--- config.mk ---
export PLATFORM = sky130hd
export DESIGN_NAME = node_heartbeat_supervisor_top
export DESIGN_NICKNAME = d
export VERILOG_FILES = /design/src/rtl/core/nhs_pkg.sv /design/src/rtl/core/nhs_core.sv /design/src/rtl/core/node_heartbeat_supervisor_top.sv
export SDC_FILE = /design/constraint.sdc
export NUM_CORES = 1
export LEC_CHECK = 0
export ABC_AREA = 0
export BUFFER_PORTS_ARGS = -buffer_cell sky130_fd_sc_hd__buf_2
export CORE_UTILIZATION = 54
export DETAILED_ROUTE_END_ITERATION = 7
export GPL_ROUTABILITY_DRIVEN = 0
export MAX_ROUTING_LAYER = met4
export PLACE_DENSITY = 0.76
export RECOVER_POWER = 50
export SLEW_MARGIN = 40
export SYNTH_ARGS = -nofsm -noshare
export SYNTH_HDL_FRONTEND = slang
export SYNTH_HIERARCHICAL = 1
export SYNTH_SLANG_ARGS = --single-unit
export TNS_END_PERCENT = 5
--- constraint.sdc ---
create_clock -name aclk -period 3.9 [get_ports aclk]
set_input_delay 0.78 -clock aclk [delete_from_list [all_inputs] [get_ports aclk]]
set_output_delay 0.78 -clock aclk [all_outputs]
set_load 0.05 [all_outputs]
--- src/rtl/core/nhs_pkg.sv ---
// Package for the node heartbeat supervisor: payload structs, codes, defaults.
// No dependencies.
`default_nettype none

package nhs_pkg;

    localparam int ELAPSED_WIDTH_DEF = 17;

    localparam int TIMEOUT_W = 16;
    localparam int NODE_ID_W = 7;
    localparam int CFG_INDEX_W = 2;
    localparam int CFG_DATA_W = 16;

    // Register indexes on the configuration port
    localparam logic [CFG_INDEX_W-1:0] CFG_NODE_ID = 2'd0;
    localparam logic [CFG_INDEX_W-1:0] CFG_SETUP_TIMEOUT = 2'd1;
    localparam logic [CFG_INDEX_W-1:0] CFG_HB_TIMEOUT = 2'd2;

    localparam logic [NODE_ID_W-1:0] NODE_ID_RST = 7'd1;
    localparam logic [TIMEOUT_W-1:0] SETUP_TIMEOUT_RST = 16'd2000;
    localparam logic [TIMEOUT_W-1:0] HB_TIMEOUT_RST = 16'd5000;

    localparam logic [10:0] HB_BASE_ID = 11'h700;
    localparam logic [7:0] HB_BOOT = 8'h00;
    localparam logic [7:0] HB_OPERATIONAL = 8'h05;

    // Phase codes
    localparam logic [1:0] PHASE_INIT = 2'd0;
    localparam logic [1:0] PHASE_HB_SETUP = 2'd1;
    localparam logic [1:0] PHASE_VEL_SETUP = 2'd2;
    localparam logic [1:0] PHASE_AVAILABLE = 2'd3;

    // Action codes
    localparam logic [1:0] ACT_NONE = 2'd0;
    localparam logic [1:0] ACT_WRITE_HB_PERIOD = 2'd1;
    localparam logic [1:0] ACT_VEL_SETUP = 2'd2;

    localparam logic CMD_TICK = 1'b0;
    localparam logic CMD_FRAME = 1'b1;

    typedef struct packed {
        logic        cmd;
        logic [10:0] frame_id;
        logic [3:0]  frame_length;
        logic [7:0]  first_byte;
    } in_item_t;

    typedef struct packed {
        logic [1:0] action;
        logic [1:0] phase_out;
        logic       link_up_out;
    } out_item_t;

    typedef struct packed {
        logic [NODE_ID_W-1:0] node_id;
        logic [TIMEOUT_W-1:0] setup_timeout_ms;
        logic [TIMEOUT_W-1:0] heartbeat_timeout_ms;
    } cfg_t;

endpackage

`default_nettype wire

--- src/rtl/core/nhs_core.sv ---
// Supervision state machine and saturating elapsed-time counters.
// Depends on nhs_pkg.
`default_nettype none

module nhs_core #(
    parameter int ELAPSED_WIDTH = nhs_pkg::ELAPSED_WIDTH_DEF
) (
    input  wire logic              aclk,
    input  wire logic              aresetn,
    input  wire logic              item_accept,
    input  wire nhs_pkg::in_item_t item,
    input  wire nhs_pkg::cfg_t     cfg,
    output nhs_pkg::out_item_t     result
);
    import nhs_pkg::*;

    localparam int CMP_W = (ELAPSED_WIDTH > TIMEOUT_W) ? ELAPSED_WIDTH : TIMEOUT_W;

    typedef enum logic [1:0] {
        ST_INIT      = PHASE_INIT,
        ST_HB_SETUP  = PHASE_HB_SETUP,
        ST_VEL_SETUP = PHASE_VEL_SETUP,
        ST_AVAILABLE = PHASE_AVAILABLE
    } phase_t;

    phase_t                   phase_reg, phase_next;
    logic [ELAPSED_WIDTH-1:0] setup_elapsed_reg, setup_elapsed_next;
    logic [ELAPSED_WIDTH-1:0] hb_elapsed_reg, hb_elapsed_next;
    logic                     link_up_reg, link_up_next;
    logic [1:0]               action;
    logic                     own;
    logic                     one_byte;

    always_comb begin
        phase_next = phase_reg;
        setup_elapsed_next = setup_elapsed_reg;
        hb_elapsed_next = hb_elapsed_reg;
        link_up_next = link_up_reg;
        action = ACT_NONE;
        own = (item.cmd == CMD_FRAME)
            && (item.frame_id == (HB_BASE_ID + {4'b0000, cfg.node_id}));
        one_byte = (item.frame_length == 4'd1);

        // ticks advance both counters, holding at all ones
        if (item.cmd != CMD_FRAME) begin
            if (!(&setup_elapsed_next))
                setup_elapsed_next = setup_elapsed_next + ELAPSED_WIDTH'(1);
            if (!(&hb_elapsed_next))
                hb_elapsed_next = hb_elapsed_next + ELAPSED_WIDTH'(1);
        end

        // boot-up heartbeat forces velocity setup before the phase logic
        if (own && one_byte && item.first_byte == HB_BOOT) begin
            setup_elapsed_next = '0;
            phase_next = ST_VEL_SETUP;
        end

        case (phase_next)
            ST_INIT: begin
                phase_next = ST_HB_SETUP;
            end
            ST_HB_SETUP: begin
                action = ACT_WRITE_HB_PERIOD;
                setup_elapsed_next = '0;
                phase_next = ST_VEL_SETUP;
            end
            ST_VEL_SETUP: begin
                if (CMP_W'(setup_elapsed_next) > CMP_W'(cfg.setup_timeout_ms)) begin
                    phase_next = ST_HB_SETUP;
                end else if (own && one_byte) begin
                    if (item.first_byte != HB_OPERATIONAL)
                        action = ACT_VEL_SETUP;
                    hb_elapsed_next = '0;
                    link_up_next = 1'b1;
                    phase_next = ST_AVAILABLE;
                end
            end
            ST_AVAILABLE: begin
                if (own && item.first_byte == HB_OPERATIONAL)
                    hb_elapsed_next = '0;
                link_up_next = !(CMP_W'(hb_elapsed_next) > CMP_W'(cfg.heartbeat_timeout_ms));
                if (!link_up_next)
                    phase_next = ST_HB_SETUP;
            end
            default: begin
                phase_next = ST_INIT;
            end
        endcase

        result.action = action;
        result.phase_out = phase_next;
        result.link_up_out = link_up_next;
    end

    always_ff @(posedge aclk) begin
        if (!aresetn) begin
            phase_reg <= ST_INIT;
            setup_elapsed_reg <= '0;
            hb_elapsed_reg <= '0;
            link_up_reg <= 1'b0;
        end else if (item_accept) begin
            phase_reg <= phase_next;
            setup_elapsed_reg <= setup_elapsed_next;
            hb_elapsed_reg <= hb_elapsed_next;
            link_up_reg <= link_up_next;
        end
    end

endmodule

`default_nettype wire

--- src/rtl/core/node_heartbeat_supervisor_top.sv ---
// Top level of the node heartbeat supervisor: config registers, result register.
// Depends on nhs_pkg and nhs_core.
//
//   channel   ports            direction   payload
//   input     s_valid/s_ready  in          nhs_pkg::in_item_t (tick or frame)
//   result    m_valid/m_ready  out         nhs_pkg::out_item_t
//   config    cfg_wr_en        in          cfg_index, cfg_wdata
//
// One item per clock while s_ready is high; each accepted item gives exactly one
// result, which appears in the next cycle. The state update is a single pass of
// compare and counter logic between the state registers and the result register.
// s_ready is high while the result register is empty or being drained.
// aresetn (synchronous, active low) restores phase init, cleared counters,
// link down and the register defaults.
`default_nettype none

module node_heartbeat_supervisor_top #(
    parameter int ELAPSED_WIDTH = nhs_pkg::ELAPSED_WIDTH_DEF
) (
    input  wire logic                           aclk,
    input  wire logic                           aresetn,
    input  wire logic                           s_valid,
    output logic                                s_ready,
    input  wire nhs_pkg::in_item_t              s_data,
    output logic                                m_valid,
    input  wire logic                           m_ready,
    output nhs_pkg::out_item_t                  m_data,
    input  wire logic                           cfg_wr_en,
    input  wire logic [nhs_pkg::CFG_INDEX_W-1:0] cfg_index,
    input  wire logic [nhs_pkg::CFG_DATA_W-1:0]  cfg_wdata
);
    import nhs_pkg::*;

    cfg_t      cfg_reg;
    out_item_t result;
    out_item_t m_data_reg;
    logic      m_valid_reg;
    logic      accept;

    assign s_ready = !m_valid_reg || m_ready;
    assign accept = s_valid && s_ready;
    assign m_valid = m_valid_reg;
    assign m_data = m_data_reg;

    always_ff @(posedge aclk) begin
        if (!aresetn) begin
            cfg_reg.node_id <= NODE_ID_RST;
            cfg_reg.setup_timeout_ms <= SETUP_TIMEOUT_RST;
            cfg_reg.heartbeat_timeout_ms <= HB_TIMEOUT_RST;
        end else if (cfg_wr_en) begin
            case (cfg_index)
                CFG_NODE_ID:       cfg_reg.node_id <= cfg_wdata[NODE_ID_W-1:0];
                CFG_SETUP_TIMEOUT: cfg_reg.setup_timeout_ms <= cfg_wdata;
                CFG_HB_TIMEOUT:    cfg_reg.heartbeat_timeout_ms <= cfg_wdata;
                default: ;
            endcase
        end
    end

    nhs_core #(
        .ELAPSED_WIDTH(ELAPSED_WIDTH)
    ) u_core (
        .aclk        (aclk),
        .aresetn     (aresetn),
        .item_accept (accept),
        .item        (s_data),
        .cfg         (cfg_reg),
        .result      (result)
    );

    always_ff @(posedge aclk) begin
        if (!aresetn) begin
            m_valid_reg <= 1'b0;
        end else if (accept) begin
            m_valid_reg <= 1'b1;
        end else if (m_ready) begin
            m_valid_reg <= 1'b0;
        end
    end

    always_ff @(posedge aclk) begin
        if (accept) begin
            m_data_reg <= result;
        end
    end

endmodule

`default_nettype wire

* Word-level counts from Yosys, hierarchy flattened
Cells that the tools add are included.
** Storage, ports and cells
- Logic and storage cells :: 67
- Output and inout bits :: 7
- Register bits :: 82
- Input port bits :: 47
** Operators by class
- Reductions and logical operators :: 17
- Add/sub/neg operators :: 3
- Magnitude comparators :: 2
- Equal/unequal tests :: 9
- Mux-type cells :: 25
** Operator list (number)
- two-way mux 17 bit :: 10
- adder 17 x 1 -> 17 bit (second input constant) :: 2
- > comparator 17 x 16 -> 1 bit :: 2
- case mux 17 bit (2 select lines) :: 1
- AND reduction 17 bit :: 2
- two-way mux 2 bit :: 7
- == test 11 bit :: 1
- adder 9 x 8 -> 10 bit (first input constant) :: 1
- == test 8 x 3 -> 1 bit (second input constant) :: 1
- zero test 8 bit :: 1
- != test 8 x 3 -> 1 bit (second input constant) :: 1
- case mux 2 bit (4 select lines) :: 1
- == test 2 bit (second input constant) :: 3
- AND reduction 2 bit :: 3
- logical AND 1 bit :: 5
- == test 2 x 1 -> 1 bit (second input constant) :: 2
- == test 4 x 1 -> 1 bit (second input constant) :: 1
- zero test 2 bit :: 2
- two-way mux 1 bit :: 4
- case mux 2 bit (2 select lines) :: 1
- zero test 1 bit :: 2
- case mux 1 bit (2 select lines) :: 1
- nonzero test 2 bit :: 1
- logical OR 1 bit :: 1

* Depth between registers and ports, before layout
Gate-level depths: netlist of the first run.
- Depth in word-level cells :: 11
- Depth in mapped cells :: 18
- Gate-level depth less buffers :: 16

* Cells and area by module
Netlist of the first run, hierarchy kept.
** By module, submodules not included
- nhs_core :: cells each 463, seq. area each 740.7 um^2, area each 3472.1 um^2, instances 1
- node_heartbeat_supervisor_top :: cells each 164, seq. area each 950.9 um^2, area each 1737.9 um^2, instances 1

* Least setup slack after synthesis of the first run
OpenSTA, ideal clock, no wires.
- Kind :: input to register
- From :: in s_data[19] (netlist bit)
- To :: reg u_core.hb_elapsed_reg[8]
- Path slack :: -0.338 ns
- Path buffers :: 3
- Stages :: 15
- Arrival time :: 4.123 ns
- Data required time :: 3.785 ns
- Setup time :: 0.115 ns
- Cells stage by stage :: and4b_1 -> nand4_2 -> nor4_4 -> clkbuf_1 -> buf_1 -> nor2_1 -> ha_1 -> nand3_1 -> nor3_1 -> a2111oi_0 -> a31oi_1 -> o31a_1 -> o41ai_4 -> buf_6 -> nor2_1
** Between the ends
- Cells in the longest elaborated chain, start to end :: 8
- Elaborated cells on any way between the ends :: 15
- Classes of those cells :: order compare: 1; eq/ne: 3; mux: 7; reduce/logical: 4
** RTL lines
- start: declaration :: line node_heartbeat_supervisor_top.sv:24 : input wire nhs_pkg::in_item_t s_data,
- == test 11 bit * :: line nhs_core.sv:41 : && (item.frame_id == (HB_BASE_ID + {4'b0000, cfg.node_id}));
- logical AND 1 bit * :: line nhs_core.sv:41
- logical AND 1 bit :: line nhs_core.sv:53, nhs_core.sv:70
- logical AND 1 bit :: line nhs_core.sv:53 : if (own && one_byte && item.first_byte == HB_BOOT) begin
- two-way mux 17 bit :: line nhs_core.sv:53
- > comparator 17 x 16 -> 1 bit :: line nhs_core.sv:68 : if (CMP_W'(setup_elapsed_next) > CMP_W'(cfg.setup_timeout_ms)) begin
- two-way mux 17 bit :: line nhs_core.sv:68
- case mux 17 bit (2 select lines) * :: line nhs_core.sv:58 : case (phase_next)
- end signal: assignment :: line nhs_core.sv:104 : hb_elapsed_reg <= hb_elapsed_next;
- end: declaration :: line nhs_core.sv:28 : logic [ELAPSED_WIDTH-1:0] hb_elapsed_reg, hb_elapsed_next;
Mark *: on every way between the ends. The rest lies on a longest branch, timed or not. The select of a mux whose other input is x is not followed.
A chain may end at the register's enable or synchronous reset.

==> impl_results.md, run 1 <==
- Die H: 100 um
- Final #Nets: 801
- Failing checks: capacitance limit, slew limit
- Area contributors post-synth: dfxtp_1 30%, ha_1 9.1%, mux2i_1 6.7%
- Slowest stage delay, CP: 0.38 ns
- Total wire length: 13000 um
- Total grt overflow: 0
- DRC viols: 0
- # clock sinks: 82
- Hold Path Depth: 2
- Pre-CTS setup slack: -0.340 ns
- Drt first pass iters: 4
- Max-Cap Viols: 1
- Diode count: 0
- Final setup violating endpoints: 0
- Peak VDD IR: 0.175 mV
- Unrepaired setup endpoints after global routing: true
- Mapped Avg Cell Area: 8.31 um^2
- Reg clk slew, reported paths: 0.09 ns
- Max Fclk: 260 MHz
- CTS Root Cell: clkbuf_8
- Status: complete, but fails checks
- Clk buf depth: 2
- Final HPWL DP: 9750 um
- Initial antenna violation count: 0
- Slew @ Worst Pin: 2.59 ns
- Netlist cell types: 63
- Largest net degree at the start of global routing: 66
- Pins Over Slew Limit: 66
- Combinational Power Share: 13.8%
- Post-synth top area cell: dfxtp_1
- Cts bufs inserted: 9
- Flop pwr share: 50.8%
- Capturing point of the worst reg2reg path: m_data[1]$_DFFE_PP_
- Synth Flop Type: dfxtp_1
- Share of layout cells above drive strength 1: 20.8%
- Worst R2R Setup Slack: 0.05 ns
- Cell-internal power: 1.26 mW
- Die width: 100 um
- Vias per cell: 5.64
- Setup CP Type: reg -> reg
- Clock Skews: 0.0146 ns
- Max reg flops: 39
- Switching share of total power: 27.4%
- FILL cells: 805
- Worst Setup Start Kind: flip-flop
- I/O pin count: 54
- Reg2reg path depth: 18
- Crit path arrival time: 3.97 ns
- Most frequent cells in the layout: 76 x dfxtp_1, 70 x nand2_1, 65 x nor2_1
- Worst relative slew slack: -72.6%
- H-tree lvl count: 3
- Multi-input gate area: 3330 um^2
- Mapped Area: 5210 um^2
- Global-route wire length before repair: 21300 um
- Port Buf Inserts: 53
- Register Area: 1690 um^2
- Worst reg2reg path startpoint: u_core/setup_elapsed_reg[1]$_SDFFE_PN0P_
- Fin util: 67.2%
- Synthesis Warnings: 6
- Post-route setup slack: 0.0523 ns
- CP dominant cell by count: buf_4
- Synthesized net count: 712
- Hold Path Sink: cfg_reg[31]$_SDFFE_PN0P_
- Core Area: 9280 um^2
- Period utilization: 98.7%
- Worst-path cell chain: ha_2, nand3_2, nor4_4, buf_4, a21oi_2, and3_4, buf_4, xnor2_1, nor2_1, ha_1, nand4_1, nor3_1, a2111oi_1, a31oi_1, buf_4, nor2_1, nand3b_1, a211o_1
- GRT Overall Usage: 27.3%
- Most common cell after layout, fill and taps aside: dfxtp_1
- Initial Utilization: 56.1%
- Hold Violations, Final: 0
- HP Start: cfg_reg[31]$_SDFFE_PN0P_
- Latest clock arrival within the worst-skew pair: 0.36 ns
- Tot Pwr: 1.74 mW
- Leak pwr: 2.77 nW
- Hold Crit Class: reg -> reg
- Critical path's slowest cell: a2111oi_1
- Yosys reg bits: 82
- Cell count after synthesis: 627
- Seq/Total Area, Yosys: 32.5%
- Number of global-route vias before repair: 4635
- Number of flops mapped to enable cells by yosys: 5
- Setup crit end kind: flip-flop
- Async set-or-reset flop fraction in the synthesized netlist: 0%
- Layout Cells excl Fill: 850
- Site Rows: 35
- Initial drt markers: 290
- Synth-to-layout area growth: 19.7%
- Power Dens Cells: 279 nW/um^2
- Total number of vias: 4796
- Psw: 0.478 mW
- # placed instances: 829
- Yosys top cell area share: 29.6%
- Final ANT Viol Nets: 0
- Die Area: 10000 um^2
- Wire per inst: 15.3 um
- CTS tree: done
- Clock power frac: 35.4%
- Post-route minimum period: 3.85 ns
- Crit Path Max Fanout: 8
- CP Data Required Time: 4.02 ns
critical path: cells and delay by family, from the launching register on:
kind / cells / cell delay [ns]
buffers and inverters: 3 / 0.51
and+or+nand+nor: 8 / 1.20
adders and majority gates: 2 / 0.48
DFF: 1 / 0.35
xor gates and xnor gates: 1 / 0.12
AOI/OAI and AO/OA: 4 / 0.96
power by group through the flow:
| stage | clock network (mW) | logic [mW] | registers, mW |
|---|---|---|---|
| after CTS | 0.629 | 0.233 | 0.885 |
| after detailed placement | 0 | 0.231 | 0.905 |
| after global placement | 0 | 0.222 | 0.904 |
| final | 0.617 | 0.240 | 0.886 |
| after global routing | 0.667 | 0.263 | 0.889 |
| after floorplan | 0 | 0.137 | 0.917 |
timing repair:
action,in CTS,in global routing
endpoints found under the setup margin,22,24
setup buffers,0,5
hold buffers,0,0
resized for setup,6,19
hold endpoints to repair,0,0
pin swaps,4,9
area by class of cell:
cell class	instances	area share, %
clock buffer	10	2.05
timing repair buffer	106	11.2
multi-input combinational	474	53.4
tap	129	2.59
inverter	43	2.59
sequential	82	27.1
clock inverter	6	1.06
logic make-up after synthesis:
kind of cell | synth area share, %
buffers and inverters | 5.93
adders and majority gates | 9.13
DFF | 32.5
AOI/OAI and AO/OA | 12.4
xor gates and xnor gates | 7.40
and+or+nand+nor | 25.9
muxes | 6.72
worst max-delay path by stage:
stage	from	to	depth (start not counted)
after floorplan	s_data[19]	u_core/hb_elapsed_reg[8]$_SDFFE_PN0P_	15
after CTS	u_core/setup_elapsed_reg[10]$_SDFFE_PN0P_	m_data[1]$_DFFE_PP_	16
final	u_core/setup_elapsed_reg[1]$_SDFFE_PN0P_	m_data[1]$_DFFE_PP_	18
after detailed placement	s_data[9]	m_data[1]$_DFFE_PP_	15
after global placement	s_data[5]	u_core/link_up_reg$_SDFFE_PN0P_	14
after global routing	u_core/setup_elapsed_reg[0]$_SDFFE_PN0P_	m_data[1]$_DFFE_PP_	18
Yosys cell counts, drive strengths merged, types with 15 or more instances:
library cell  count
nand3            25
xnor2            25
nor2             65
inv              42
xor2             19
nand2            70
a21oi            25
ha               38
dfxtp            77
mux2i            35
buf              15
o21ai            28
nor2b            16
through the flow:
stage | hold WS, ns | setup TNS (ns) | area [um^2]
3_3_place_gp | 0.444 | -5.69 | 5890
4_1_cts | 0.468 | 0 | 6110
6_report | 0.463 | 0 | 6240
3_5_place_dp | 0.454 | -7.26 | 5890
5_1_grt | 0.481 | -1.27 | 6240
2_1_floorplan | 0.435 | -1.87 | 5210
layer usage:
metal / wire length [um] / global-route usage [%] / vias to the layer above
met5: 0 / - / -
met4: 252 / 10.3 / 0
met3: 497 / 3.27 / 25
met2: 6340 / 44.8 / 120
met1: 5950 / 34.6 / 2284
li1: - / - / 2367
(Power assumes the default switching activity.)
==> inputs of run 2 (changes only) <==
==> constraint.sdc (replaced) <==
create_clock -name aclk -period 3.4 [get_ports aclk]
set_input_delay 0.51 -clock aclk [delete_from_list [all_inputs] [get_ports aclk]]
set_output_delay 0.51 -clock aclk [all_outputs]
set_load 0.05 [all_outputs]
==> run 2 against run 1 <==
  * The flow finishes with violations (setup timing)
  * Wire length rose by 7.5%
  * First-iteration DRC count fell by 37%
  * Die area stayed put
  * Total power grew 23%
  * Global-route usage up 2.6 points
  * Register-to-register slack lost 0.39 ns
  * Highest routed layer unchanged
==> impl_results.md, run 2 (synthesized netlist as in run 1, its figures left out) <==
- Die width: 100 um
- Top layer used by detailed routing: met4
- Initial drt markers: 183
- Status: complete, but fails checks
- Initial antenna violation count: 0
- CP Buf/Inv Count: 3
- Reg clk slew, reported paths: 0.10 ns
- Failing checks: setup timing
- Peak VDD IR: 0.219 mV
- CP Data Required Time: 3.53 ns
- Wire per inst: 15.8 um
- Final instance area: 6690 um^2
- Final ANT Viol Nets: 0
- Hold Buf Count CTS: 0
- CTS tree: done
- Final HPWL DP: 10300 um
- CP dominant cell by count: buf_4
- Psw: 0.582 mW
- Most frequent cells in the layout: 86 x buf_4, 71 x dfxtp_1, 68 x nand2_1
- Clk buf depth: 2
- Fin util: 72.0%
- Initial Utilization: 56.1%
- Die Area: 10000 um^2
- Diode count: 0
- Crit path arrival time: 3.86 ns
- Final setup violating endpoints: 24
- Combinational Power Share: 13.3%
- Pins Over Slew Limit: 0
- Routed wl met3: 607 um
- Crit Path Max Fanout: 8
- Leak pwr: 3.01 nW
- CTS Root Cell: clkbuf_8
- Worst Setup Start Kind: flip-flop
- Max-Cap Viols: 0
- Vias per cell: 5.57
- Most common cell after layout, fill and taps aside: buf_4
- Number of global-route vias before repair: 5014
- Slew @ Worst Pin: 0.883 ns
- Met2 routed WL: 6980 um
- Cts bufs inserted: 9
- Multi-input gate area: 3460 um^2
- Core Area: 9280 um^2
- Unrepaired setup endpoints after global routing: true
- Total wire length: 14000 um
- # clock sinks: 82
- Cell-internal power: 1.57 mW
- Synth-to-layout area growth: 28.3%
- DRC viols: 0
- Critical path's slowest cell: dfxtp_2
- Share of layout cells above drive strength 1: 27.4%
- Wire length on met1: 6100 um
- H-tree lvl count: 3
- GRT Overall Usage: 29.9%
- Flop pwr share: 47.1%
- FILL cells: 722
- Clock Skews: 0.0119 ns
- Site Rows: 35
- Max reg flops: 39
- Hold Violations, Final: 0
- Setup crit end kind: flip-flop
- Total number of vias: 4939
- Worst-path cell chain: ha_4, nand3_4, nor4_4, buf_4, a21oi_4, and3_4, nand3_2, xor2_1, nor2_1, ha_1, nand4_1, buf_4, nor3_2, o31ai_2, a31oi_1, buf_4, nor3_2, a211oi_2, nor2_1
- Largest net degree at the start of global routing: 66
- Hold Crit Class: in -> reg
- Total grt overflow: 0
- Post-route minimum period: 3.74 ns
- Placed standard-cell area: 6250 um^2
- Max Fclk: 268 MHz
- Power Dens Cells: 322 nW/um^2
- Clock power frac: 39.5%
- Switching share of total power: 27.0%
- I/O pin count: 54
- Slowest stage delay, CP: 0.36 ns
- Die H: 100 um
- Worst relative slew slack: 41.2%
- CP top delay family: simple AND/OR/NAND/NOR gates
- Final #Nets: 838
- Period utilization: 110%
- Global-route wire length before repair: 23000 um
- Port Buf Inserts: 53
- Drt first pass iters: 4
- Setup CP Type: reg -> reg
- Post-route setup slack: -0.337 ns
- Register Area: 1700 um^2
- Latest clock arrival within the worst-skew pair: 0.37 ns
run 2: changes by cell type in the layout (fill, tap and decap cells not counted), moves of 3 or more:
cell	delta
buf_4	+37
dfxtp_1	-5
dfxtp_2	+5
nand3_1	-3
nor3_1	-3
nor3_2	+3
run 2: timing repair:
action | CTS | global route
setup buffers | 3 | 0
cloned | 0 | 0
pin swaps | 14 | 5
setup endpoints to repair | 24 | 24
endpoints found under the hold margin | 0 | 0
gates resized for setup | 28 | 10
run 2: worst paths after layout:
kind	from	endpoint	slack, ns	cells past startpoint
max	u_core/setup_elapsed_reg[1]$_SDFFE_PN0P_	m_data[0]$_DFFE_PP_	-0.34	19
min	s_valid	m_valid$_SDFFE_PN0P_	0.38	3
max reg2reg	u_core/setup_elapsed_reg[1]$_SDFFE_PN0P_	m_data[0]$_DFFE_PP_	-0.34	19
min reg2reg	cfg_reg[18]$_SDFFE_PN0P_	cfg_reg[18]$_SDFFE_PN0P_	0.46	2
run 2: area by class of cell:
| cell class | instances | area share (%) |
|---|---|---|
| Clock buffer | 11 | 2.26 |
| Clock inverter | 5 | 1.27 |
| Inverter | 43 | 2.41 |
| Multi-Input combinational cell | 474 | 51.8 |
| Sequential cell | 82 | 25.4 |
| Tap cell | 129 | 2.41 |
| Timing Repair Buffer | 143 | 14.4 |
run 2: per-layer routing:
metal	GRT usage (%)	vias to the layer above
met5	-	-
met4	9.48	0
met3	5.85	30
met2	51.8	123
met1	34.9	2349
li1	-	2437
run 2: power groups by stage:
| stage | combinational (mW) | clock [mW] | sequential [mW] |
|---|---|---|---|
| after floorplan | 0.160 | 0 | 1.05 |
| after global placement | 0.267 | 0 | 1.03 |
| after detailed placement | 0.275 | 0 | 1.04 |
| after CTS | 0.281 | 0.862 | 1.01 |
| after global routing | 0.314 | 0.904 | 1.02 |
| final | 0.287 | 0.851 | 1.01 |
run 2: metrics by stage:
| stage | hold slack [ns] | setup TNS, ns | setup WS (ns) | power (mW) | instances |
|---|---|---|---|---|---|
| 5_1_grt | 0.387 | -10.43 | -0.500 | 2.24 | 887 |
| 4_1_cts | 0.373 | -5.18 | -0.238 | 2.16 | 887 |
| 3_3_place_gp | 0.444 | -9.38 | -0.405 | 1.30 | 868 |
| 3_5_place_dp | 0.449 | -12.53 | -0.551 | 1.31 | 868 |
| 6_report | 0.384 | -5.37 | -0.337 | 2.15 | 887 |
| 2_1_floorplan | 0.435 | -6.56 | -0.398 | 1.21 | 627 |
run 2: worst register-to-register path, cell delays in order, from the launching register on:
cell and delay [ns]:
dfxtp_2 0.36, ha_4 0.15, nand3_4 0.10, nor4_4 0.29
buf_4 0.19, a21oi_4 0.07, and3_4 0.20, nand3_2 0.10
xor2_1 0.16, nor2_1 0.08, ha_1 0.29, nand4_1 0.14
buf_4 0.17, nor3_2 0.16, o31ai_2 0.08, a31oi_1 0.32
buf_4 0.21, nor3_2 0.06, a211oi_2 0.28, nor2_1 0.09
